[src/wpsd_pkg.sv]
package wpsd_pkg;

  typedef struct packed {
    logic [7:0] file_byte;
    logic       end_of_file;
  } in_item_t;

  typedef struct packed {
    logic [1:0]  result_kind;
    logic [15:0] left_sample;
    logic [15:0] right_sample;
    logic [2:0]  error_code;
    logic [15:0] output_rate;
    logic [31:0] output_length;
    logic [15:0] channel_count;
    logic [31:0] source_rate;
    logic [15:0] sample_bits;
    logic        last_of_run;
  } out_item_t;

  typedef enum logic [2:0] {
    PH_HEADER = 3'd0,
    PH_CHUNK  = 3'd1,
    PH_FMT    = 3'd2,
    PH_SKIP   = 3'd3,
    PH_DATA   = 3'd4,
    PH_HALT   = 3'd5
  } phase_e;

  // work handed from parser to emitter
  typedef enum logic [1:0] {
    JOB_NONE  = 2'd0,
    JOB_INFO  = 2'd1,
    JOB_FRAME = 2'd2
  } job_e;

  typedef enum logic [1:0] {
    KIND_INFO  = 2'd0,
    KIND_FRAME = 2'd1,
    KIND_ERROR = 2'd2
  } kind_e;

  typedef enum logic [2:0] {
    ERR_NONE      = 3'd0,
    ERR_SIGNATURE = 3'd1,
    ERR_NOT_PCM   = 3'd2,
    ERR_NO_FMT    = 3'd3,
    ERR_UNPLAY    = 3'd4,
    ERR_NO_DATA   = 3'd5
  } err_e;

  typedef enum logic [1:0] {
    CV_IDLE = 2'd0,
    CV_DIV  = 2'd1
  } cv_state_e;

  // one parsed byte's outcome
  typedef struct packed {
    job_e        job;
    logic [15:0] left;
    logic [15:0] right;
    logic [2:0]  rep;        // frame copies 1,2 or 4
    logic [2:0]  err;        // trailing error, ERR_NONE if none
    logic [31:0] clen;       // data chunk length (info)
    logic [15:0] chans;
    logic [31:0] rate;
    logic [15:0] bits;
  } task_t;

  localparam logic [31:0] SIG_RIFF = 32'h46464952;
  localparam logic [31:0] SIG_WAVE = 32'h45564157;
  localparam logic [31:0] ID_FMT   = 32'h20746D66;
  localparam logic [31:0] ID_DATA  = 32'h61746164;
  localparam logic [15:0] TAG_PCM  = 16'h0001;
  localparam int unsigned QDEPTH   = 2;

endpackage

[src/wav_pcm_stream_decoder_top.sv]
// channel | dir | handshake      | payload
// input   | in  | push_i/full_o  | in_i  (in_item_t: file byte, end of file)
// result  | out | pop_i/empty_o  | out_o (out_item_t)
// One byte is parsed per cycle unless full_o stalls; a byte yields up to four results,
// one per cycle while popped and not empty. A data chunk header's format-info result
// waits for a bit-serial divider. The parser stalls (full_o) only when its task
// register and the two-entry task queue are full. Reset is asynchronous, active low.
module wav_pcm_stream_decoder_top
  import wpsd_pkg::*;
(
  input  logic      clk_i,
  input  logic      rst_ni,
  input  logic      push_i,
  input  in_item_t  in_i,
  output logic      full_o,
  output logic      empty_o,
  output out_item_t out_o,
  input  logic      pop_i
);

  logic  tvalid, tready;
  task_t tsk;

  // front: byte parsing
  wpsd_parse u_parse (
    .clk_i, .rst_ni, .push_i, .in_i, .full_o,
    .tvalid_o(tvalid), .task_o(tsk), .tready_i(tready)
  );

  // back: task queue, length divide, result sequencing
  wpsd_emit u_emit (
    .clk_i, .rst_ni, .tvalid_i(tvalid), .task_i(tsk), .tready_o(tready),
    .empty_o, .out_o, .pop_i
  );

endmodule

[src/wpsd_parse.sv]
module wpsd_parse
  import wpsd_pkg::*;
(
  input  logic     clk_i,
  input  logic     rst_ni,
  input  logic     push_i,
  input  in_item_t in_i,
  output logic     full_o,
  output logic     tvalid_o,
  output task_t    task_o,
  input  logic     tready_i
);

  phase_e      phase_q, phase_d;
  logic [31:0] pos_q, pos_d;
  logic [31:0] word_q, word_d;
  logic [31:0] clen_q, clen_d;
  logic [31:0] skip_q, skip_d;
  logic [15:0] ch_q, ch_d;
  logic [31:0] rate_q, rate_d;
  logic [15:0] bits_q, bits_d;
  logic [2:0]  rep_q, rep_d;
  logic [31:0] drem_q, drem_d;
  logic [31:0] fbytes_q, fbytes_d;
  logic [16:0] fcnt_q, fcnt_d;

  task_t       t;
  logic [7:0]  b;
  logic        eof;
  logic [31:0] take;
  logic [31:0] cwn, lenn;
  logic [3:0]  p;
  logic [31:0] fw;
  logic [2:0]  err;
  logic        fmt_ev, data_ev;
  logic        acc;

  // one byte per cycle, unless full_o stalls, into a one-entry task register
  assign full_o = tvalid_o && !tready_i;
  assign acc = push_i && !full_o;
  assign b   = in_i.file_byte;
  assign eof = in_i.end_of_file;

  function automatic logic [31:0] take_of(input logic [31:0] l);
    return (l < 32'd16) ? l : 32'd16;
  endfunction

  always_comb begin
    phase_d = phase_q; pos_d = pos_q; word_d = word_q; clen_d = clen_q;
    skip_d = skip_q; ch_d = ch_q; rate_d = rate_q; bits_d = bits_q;
    rep_d = rep_q; drem_d = drem_q; fbytes_d = fbytes_q; fcnt_d = fcnt_q;
    err = ERR_NONE; fmt_ev = 1'b0; data_ev = 1'b0;
    t = '0; t.job = JOB_NONE;
    cwn = {b, word_q[31:8]};
    lenn = {b, clen_q[31:8]};
    take = take_of(clen_q);
    p = pos_q[3:0];
    fw = word_q;
    unique case (phase_q)
      PH_HEADER: begin
        word_d = cwn;
        if (pos_q == 32'd3 && cwn != SIG_RIFF) err = ERR_SIGNATURE;
        else if (pos_q == 32'd11) begin
          if (cwn != SIG_WAVE) err = ERR_SIGNATURE;
          else begin
            phase_d = PH_CHUNK; pos_d = '0; word_d = '0;
          end
        end else pos_d = pos_q + 32'd1;
        if (eof && err == ERR_NONE && phase_d == PH_HEADER) err = ERR_SIGNATURE;
      end
      PH_CHUNK: begin
        if (pos_q < 32'd4) word_d = cwn; else clen_d = lenn;
        if (pos_q == 32'd3 && cwn == 32'd0) err = ERR_NO_DATA;
        else if (pos_q >= 32'd7) begin
          pos_d = '0;
          if (word_q == ID_FMT) begin
            word_d = '0; ch_d = '0; rate_d = '0; bits_d = '0;
            take = take_of(lenn);
            skip_d = lenn - take;
            if (take == 32'd0) fmt_ev = 1'b1; else phase_d = PH_FMT;
          end else if (word_q == ID_DATA) begin
            data_ev = 1'b1;
          end else begin
            skip_d = lenn;
            phase_d = (lenn != 0) ? PH_SKIP : PH_CHUNK;
          end
        end else pos_d = pos_q + 32'd1;
      end
      PH_FMT: begin
        if (p < 4'd2) word_d = word_q | ({24'd0, b} << {p, 3'd0});
        else if (p < 4'd4) ch_d = ch_q | ({8'd0, b} << {p - 4'd2, 3'd0});
        else if (p < 4'd8) rate_d = rate_q | ({24'd0, b} << {p - 4'd4, 3'd0});
        else if (p >= 4'd14) bits_d = bits_q | ({8'd0, b} << {p - 4'd14, 3'd0});
        pos_d = pos_q + 32'd1;
        if (pos_d >= take) fmt_ev = 1'b1;
      end
      PH_SKIP: begin
        skip_d = skip_q - 32'd1;
        if (skip_d == 0) begin phase_d = PH_CHUNK; pos_d = '0; end
      end
      PH_DATA: begin
        if (fcnt_q < 17'd4) fw = word_q | ({24'd0, b} << {fcnt_q[1:0], 3'd0});
        word_d = fw;
        fcnt_d = fcnt_q + 17'd1;
        drem_d = drem_q - 32'd1;
        if ({15'd0, fcnt_d} >= fbytes_q) begin
          t.job = (rep_q != 0) ? JOB_FRAME : JOB_NONE;
          t.rep = rep_q;
          if (bits_q == 16'd16) begin
            t.left = fw[15:0]; t.right = fw[31:16];
          end else begin
            t.left = {2'b0, fw[7:0], 6'b0}; t.right = {2'b0, fw[15:8], 6'b0};
          end
          if (ch_q == 16'd1) t.right = t.left;
          fcnt_d = '0; word_d = '0;
        end
        if (drem_d == 0) phase_d = PH_HALT;
      end
      default: ;
    endcase
    if (fmt_ev) begin
      if (word_d[15:0] != TAG_PCM) err = ERR_NOT_PCM;
      else begin
        if (rate_d == 32'd48000 || rate_d == 32'd44100) rep_d = 3'd1;
        else if (rate_d == 32'd24000 || rate_d == 32'd22050) rep_d = 3'd2;
        else if (rate_d == 32'd12000 || rate_d == 32'd11025) rep_d = 3'd4;
        else rep_d = 3'd0;
        pos_d = '0;
        phase_d = (skip_d != 0) ? PH_SKIP : PH_CHUNK;
      end
    end
    if (data_ev) begin
      if (ch_q == 0 || rate_q == 0 || bits_q == 0) err = ERR_NO_FMT;
      else if (rep_q == 0 || (bits_q != 16'd8 && bits_q != 16'd16)) err = ERR_UNPLAY;
      else begin
        t.job = JOB_INFO;
        t.clen = lenn; t.chans = ch_q; t.rate = rate_q; t.bits = bits_q;
        t.rep = rep_q;
        fbytes_d = {16'd0, ch_q} * {16'd0, 13'd0, bits_q[5:3]};
        drem_d = lenn; fcnt_d = '0; word_d = '0;
        phase_d = (lenn != 0) ? PH_DATA : PH_HALT;
      end
    end
    if (err != ERR_NONE) phase_d = PH_HALT;
    else if (eof && (phase_d == PH_CHUNK || phase_d == PH_FMT || phase_d == PH_SKIP))
      err = ERR_NO_DATA;
    t.err = err;
  end

  always_ff @(posedge clk_i or negedge rst_ni) begin
    if (!rst_ni) begin
      phase_q <= PH_HEADER; pos_q <= '0; word_q <= '0; clen_q <= '0;
      skip_q <= '0; ch_q <= '0; rate_q <= '0; bits_q <= '0; rep_q <= '0;
      drem_q <= '0; fbytes_q <= '0; fcnt_q <= '0;
      tvalid_o <= 1'b0;
    end else begin
      if (acc) tvalid_o <= (t.job != JOB_NONE) || (t.err != ERR_NONE);
      else if (tready_i) tvalid_o <= 1'b0;
      if (acc) begin
        if (eof) begin
          phase_q <= PH_HEADER; pos_q <= '0; word_q <= '0; clen_q <= '0;
          skip_q <= '0; ch_q <= '0; rate_q <= '0; bits_q <= '0; rep_q <= '0;
          drem_q <= '0; fbytes_q <= '0; fcnt_q <= '0;
        end else begin
          phase_q <= phase_d; pos_q <= pos_d; word_q <= word_d; clen_q <= clen_d;
          skip_q <= skip_d; ch_q <= ch_d; rate_q <= rate_d; bits_q <= bits_d;
          rep_q <= rep_d; drem_q <= drem_d; fbytes_q <= fbytes_d; fcnt_q <= fcnt_d;
        end
      end
    end
  end

  always_ff @(posedge clk_i) begin
    if (acc) task_o <= t;
  end

endmodule

[src/wpsd_emit.sv]
module wpsd_emit
  import wpsd_pkg::*;
(
  input  logic      clk_i,
  input  logic      rst_ni,
  input  logic      tvalid_i,
  input  task_t     task_i,
  output logic      tready_o,
  output logic      empty_o,
  output out_item_t out_o,
  input  logic      pop_i
);

  // small queue of parsed tasks
  task_t       q_mem [QDEPTH];
  logic        wp_q, rp_q;
  logic [1:0]  cnt_q;
  task_t       cur;
  logic [2:0]  idx_q;      // results of the head task already sent
  logic [2:0]  nres;
  logic [2:0]  nfr;
  logic        is_err;
  logic [31:0] len_q;      // info length, computed over cycles
  logic [31:0] divq_q, divr_q;
  logic [5:0]  dstep_q;
  logic        len_ok_q;
  logic        dbusy_q;
  logic        take, sent;
  logic [32:0] trial;

  assign tready_o = (cnt_q != 2'd2);
  assign cur = q_mem[rp_q];
  assign nfr = (cur.job == JOB_FRAME) ? cur.rep : ((cur.job == JOB_INFO) ? 3'd1 : 3'd0);
  assign nres = nfr + ((cur.err != ERR_NONE) ? 3'd1 : 3'd0);
  assign is_err = (idx_q == nfr);
  assign empty_o = (cnt_q == 0) || ((cur.job == JOB_INFO) && !len_ok_q && !is_err);
  assign sent = pop_i && !empty_o;
  assign take = tvalid_i && tready_o;
  assign trial = {divr_q, divq_q[31]} - {17'd0, cur.chans};

  always_comb begin
    out_o = '0;
    if (is_err) begin
      out_o.result_kind = KIND_ERROR;
      out_o.error_code = cur.err;
    end else if (cur.job == JOB_INFO) begin
      out_o.result_kind = KIND_INFO;
      out_o.output_rate = 16'(cur.rate * {29'd0, cur.rep});
      out_o.output_length = len_q;
      out_o.channel_count = cur.chans;
      out_o.source_rate = cur.rate;
      out_o.sample_bits = cur.bits;
    end else begin
      out_o.result_kind = KIND_FRAME;
      out_o.left_sample = cur.left;
      out_o.right_sample = cur.right;
    end
    out_o.last_of_run = (idx_q + 3'd1 == nres);
  end

  always_ff @(posedge clk_i) begin
    if (take) q_mem[wp_q] <= tvalid_i ? task_i : task_i;
  end

  always_ff @(posedge clk_i or negedge rst_ni) begin
    if (!rst_ni) begin
      wp_q <= 1'b0; rp_q <= 1'b0; cnt_q <= '0; idx_q <= '0;
      dbusy_q <= 1'b0; len_ok_q <= 1'b0; dstep_q <= '0;
    end else begin
      if (take) wp_q <= ~wp_q;
      cnt_q <= cnt_q + {1'b0, take} - {1'b0, sent && (idx_q + 3'd1 == nres)};
      if (sent) begin
        if (idx_q + 3'd1 == nres) begin
          idx_q <= '0; rp_q <= ~rp_q; len_ok_q <= 1'b0;
        end else idx_q <= idx_q + 3'd1;
      end
      // restoring divide of length by channels, one bit per cycle
      if (cnt_q != 0 && cur.job == JOB_INFO && !len_ok_q && !dbusy_q && !is_err) begin
        dbusy_q <= 1'b1; dstep_q <= 6'd32;
      end else if (dbusy_q) begin
        if (dstep_q == 6'd1) begin dbusy_q <= 1'b0; len_ok_q <= 1'b1; end
        dstep_q <= dstep_q - 6'd1;
      end
    end
  end

  always_ff @(posedge clk_i) begin
    if (!dbusy_q) begin
      divq_q <= cur.clen; divr_q <= '0;
    end else begin
      if (!trial[32]) begin
        divr_q <= trial[31:0]; divq_q <= {divq_q[30:0], 1'b1};
      end else begin
        divr_q <= {divr_q[30:0], divq_q[31]}; divq_q <= {divq_q[30:0], 1'b0};
      end
    end
    if (dbusy_q && dstep_q == 6'd1) begin
      len_q <= ((!trial[32] ? {divq_q[30:0], 1'b1} : {divq_q[30:0], 1'b0})
                << ((cur.bits == 16'd8) ? 2 : 1)) * {29'd0, cur.rep};
    end
  end

endmodule
[config.mk]
export PLATFORM = sky130hd
export DESIGN_NAME = wav_pcm_stream_decoder_top
export DESIGN_NICKNAME = d
export VERILOG_FILES = /design/src/wpsd_pkg.sv /design/src/wav_pcm_stream_decoder_top.sv /design/src/wpsd_parse.sv /design/src/wpsd_emit.sv
export SDC_FILE = /design/constraint.sdc
export NUM_CORES = 2
export LEC_CHECK = 0
export BUFFER_PORTS_ARGS = -buffer_cell sky130_fd_sc_hd__buf_4
export CAP_MARGIN = 20
export CELL_PAD_IN_SITES_DETAIL_PLACEMENT = 0
export CELL_PAD_IN_SITES_GLOBAL_PLACEMENT = 1
export CORE_ASPECT_RATIO = 1.25
export CORE_MARGIN = 8
export CORE_UTILIZATION = 50
export DETAILED_ROUTE_END_ITERATION = 6
export GPL_ROUTABILITY_DRIVEN = 0
export PLACE_DENSITY = 0.87
export SYNTH_ARGS = -nofsm -noshare
export SYNTH_HDL_FRONTEND = slang
export SYNTH_SLANG_ARGS = --single-unit
[constraint.sdc]
create_clock -name clk_i -period 9.7 [get_ports clk_i]
set_input_delay 0.485 -clock clk_i [delete_from_list [all_inputs] [get_ports clk_i]]
set_output_delay 0.485 -clock clk_i [all_outputs]
set_load 0.02 [all_outputs]
==> key figures <==
Clock tree
  • Longest Clk Path Bufs: 3
  • Clock transition at path regs: 0.07 ns
  • Worst-skew pair later-pin latency: 0.66 ns
  • CTS buffer count: 79
  • Postcts setup bufs: 0
  • Clock sink total: 786
  • CTS tree: built
  • Clock Tree Root: clkbuf_16
  • CTS H-tree depth: 3

Global route
  • Met2 usage: 41.2%
  • Met1 Use GR: 30.7%
  • GR Util All Layers: 24.6%
  • First-pass GRT wire length: 197 mm
  • Antenna violations before repair: 1
  • GR peak layer: met2
  • Largest net degree at the start of global routing: 105
  • Vias in the first global route: 34,200
  • M3 GR Usage: 4.71%
  • GRT overflow: 0

Floorplan
  • Initial core utilization: 50.5%
  • Die footprint: 0.0994 mm2
  • Cell Rows: 122
  • Core footprint: 0.0887 mm2
  • Chip height: 351 um
  • Io pins: 165
  • Die W: 284 um

Synthesis
  • Syn avg cell area: 9.72 um2
  • Dominant cell type by area after synthesis: edfxtp_1
  • Post-Syn Area: 0.0448 mm2
  • FF+latch count, synth: 786
  • Post-synth top cells: nor2_1 (469), nand2_1 (449), edfxtp_1 (440)
  • Post-Syn Instances: 4,604
  • Sequential share of the synthesized area: 48.2%
  • Yosys top cell area share: 29.5%
  • Count leader, synth: nor2_1
  • EDFF count, synth: 440
  • Async S/R FF share, synth: 35.9%
  • Top cells by area, synth: edfxtp_1 (30%), dfrtp_1 (16%), ha_1 (4.1%)
  • Distinct cells, synth: 90
  • Most used DFF post-synth: edfxtp_1
  • Synthesis Warnings: 0

Drt
  • DR WL/cell: 21.3 um
  • Final ANT Viol Nets: 0
  • Final Routed Wirelength: 126 mm
  • Vias per inst: 6.01
  • Pre-antenna DRT Iters: 7
  • DR vias: 35,600
  • DRC errors left: 4
  • DR iter-0 viols: 3,363

Critical path
  • Worst setup path class: flop to output pin
  • Arr. time, crit path: 7.42 ns
  • Worst Path Max Fanout: 63
  • Reg2Reg Depth: 20
  • Reg2reg start: u_emit.rp_q
  • Worst r2r dst: u_emit.len_q[30]
  • Worst endpoint required time: 9.22 ns
  • Worst Setup Start Kind: flop
  • R2r setup slk: 2.10 ns
  • Crit. End Element: output pin

Hold path
  • Hold Path Cell Cnt: 2
  • Worst Hold End: u_parse.phase_q[2]
  • HP Class: primary input to flop
  • Hold Path Origin: in_i[0]

STA
  • Setup TNS: 0 ns
  • FMAX: 126 MHz
  • Clock Skew: 0.0502 ns
  • Minimum clock period: 7.91 ns
  • Fin. max-slew vios: 0
  • Worst Tran Pin Value: 1.16 ns
  • Tcrit/Tclk final: 81.5%
  • Final hold vios: 0
  • Hold WS: 0.250 ns
  • Relative slew slack: 22.1%
  • Final setup viols: 0
  • RSZ-0062 raised after global routing: false

Cells and area
  • Reg area: 0.0216 mm2
  • Antenna Cells: 0
  • Area delta synth->final: 11.4%
  • Fill cells: 7,618
  • Layout cells sized above 1: 10.0%
  • Post-layout nets: 4,895
  • Multi-input logic area: 0.0216 mm2

Status
  • Violated checks: design-rule violations
  • Status: complete, but fails checks

Power and ir drop
  • Leakage: 21.1 nW
  • Cell Pwr Density: 302 mW/mm2
  • Worst vdd ir: 0.000185 V

Job
  • Max Cap Viol: 0

Placement
  • Port buffer count: 164
  • DP HPWL: 87.4 mm
==> metrics by stage <==
stage / setup WS (ns) / cells / cell area, um2 / power [W] / util, %
floorplan: 1.73 / 4647 / 44900 / 0.00986 / -
global route: 1.25 / 5917 / 49900 / 0.0160 / 56.2
finish: 1.79 / 5917 / 49900 / 0.0150 / 56.2
detailed placement: 2.03 / 5765 / 47100 / 0.0118 / 53.1
CTS: 1.70 / 5912 / 49800 / 0.0151 / 56.1
global placement: 2.19 / 5764 / 47100 / 0.0117 / 53.1
==> power breakdown <==
group / total (W) / leakage, nW / internal, W / switching (W)
Sequential: 0.00502 / 8.57 / 0.00437 / 0.000651
Combinational: 0.00683 / 11.3 / 0.00264 / 0.00419
Clock: 0.00319 / 1.29 / 0.00186 / 0.00133
==> metal layers <==
layer  share of wire, %  wire (um)
met5                  0          0
met4                5.2       6610
met3                7.7       9680
met2                 47      59800
met1                 40      50200
==> worst max-delay path by stage <==
| stage | start | to | cells past startpoint |
|---|---|---|---|
| floorplan | u_emit.rp_q | u_emit.len_q[30] | 33 |
| global placement | u_emit.rp_q | u_emit.len_q[30] | 20 |
| detailed placement | u_emit.rp_q | u_emit.len_q[30] | 20 |
| CTS | u_emit.rp_q | out_o[112] | 21 |
| global route | u_emit.rp_q | out_o[112] | 21 |
| finish | u_emit.rp_q | out_o[112] | 21 |
==> flip-flops by register name (all words and copies together) (netlist names), 19 cells and up <==
signal and cells:
u_parse.task_o 136, u_parse.rate_q 32, u_emit.divq_q 32, u_parse.pos_q 32, u_parse.clen_q 32, u_parse.drem_q 32, u_parse.fbytes_q 19, u_parse.skip_q 32
u_emit.len_q 32, u_emit.q_mem 272, u_emit.divr_q 32, u_parse.word_q 32
==> cells by family after synthesis <==
group	share of synthesized area [%]
and+or+nand+nor	18.3
muxes	4.62
DFF	48.2
other	0.0168
adders and majority gates	6.84
AOI/OAI and AO/OA	14.7
xor gates and xnor gates	3.17
buffers and inverters	4.12
==> worst max-delay path: stages, from the launching register on <==
cell	delay [ns]
dfrtp_4	0.63
buf_4	0.64
buf_4	0.51
buf_4	0.90
mux2_2	0.86
nand2_1	0.16
fa_1	0.50
inv_1	0.06
ha_1	0.27
a21o_1	0.18
a21o_1	0.20
a21o_1	0.18
a21oi_1	0.20
nor2b_1	0.07
o21a_1	0.18
nor3_1	0.22
o21ai_0	0.17
o211ai_1	0.15
o21ai_0	0.15
xnor2_1	0.19
nor2_1	0.06
buf_4	0.19
==> placed cells by master (no fill, tap or decap), drive strengths merged, types with 60 or more instances in the layout <==
cell type  count
edfxtp       440
mux2i        184
a21oi        289
nand3         90
xnor2        103
and3          84
nand2        449
clkbuf       105
ha           148
and2         106
buf          224
nor2         469
dfxtp         64
nor4          85
o21ai        332
dfrtp        282
inv          206
nor3         106
or2           65
fa            60
==> layout make-up <==
class	instances	area share, %
inverters	204	1.55
repair buffers	227	3.50
well taps	1178	2.96
clock buffers	103	4.29
clock inverters	43	1.10
multi-input cells	3376	43.4
flip-flops and latches	786	43.2
==> what timing repair did <==
item	in CTS	in global routing
gates resized for setup	0	0
hold endpoints to repair	102	0
hold buffers	1	0
(Power assumes the default switching activity.)
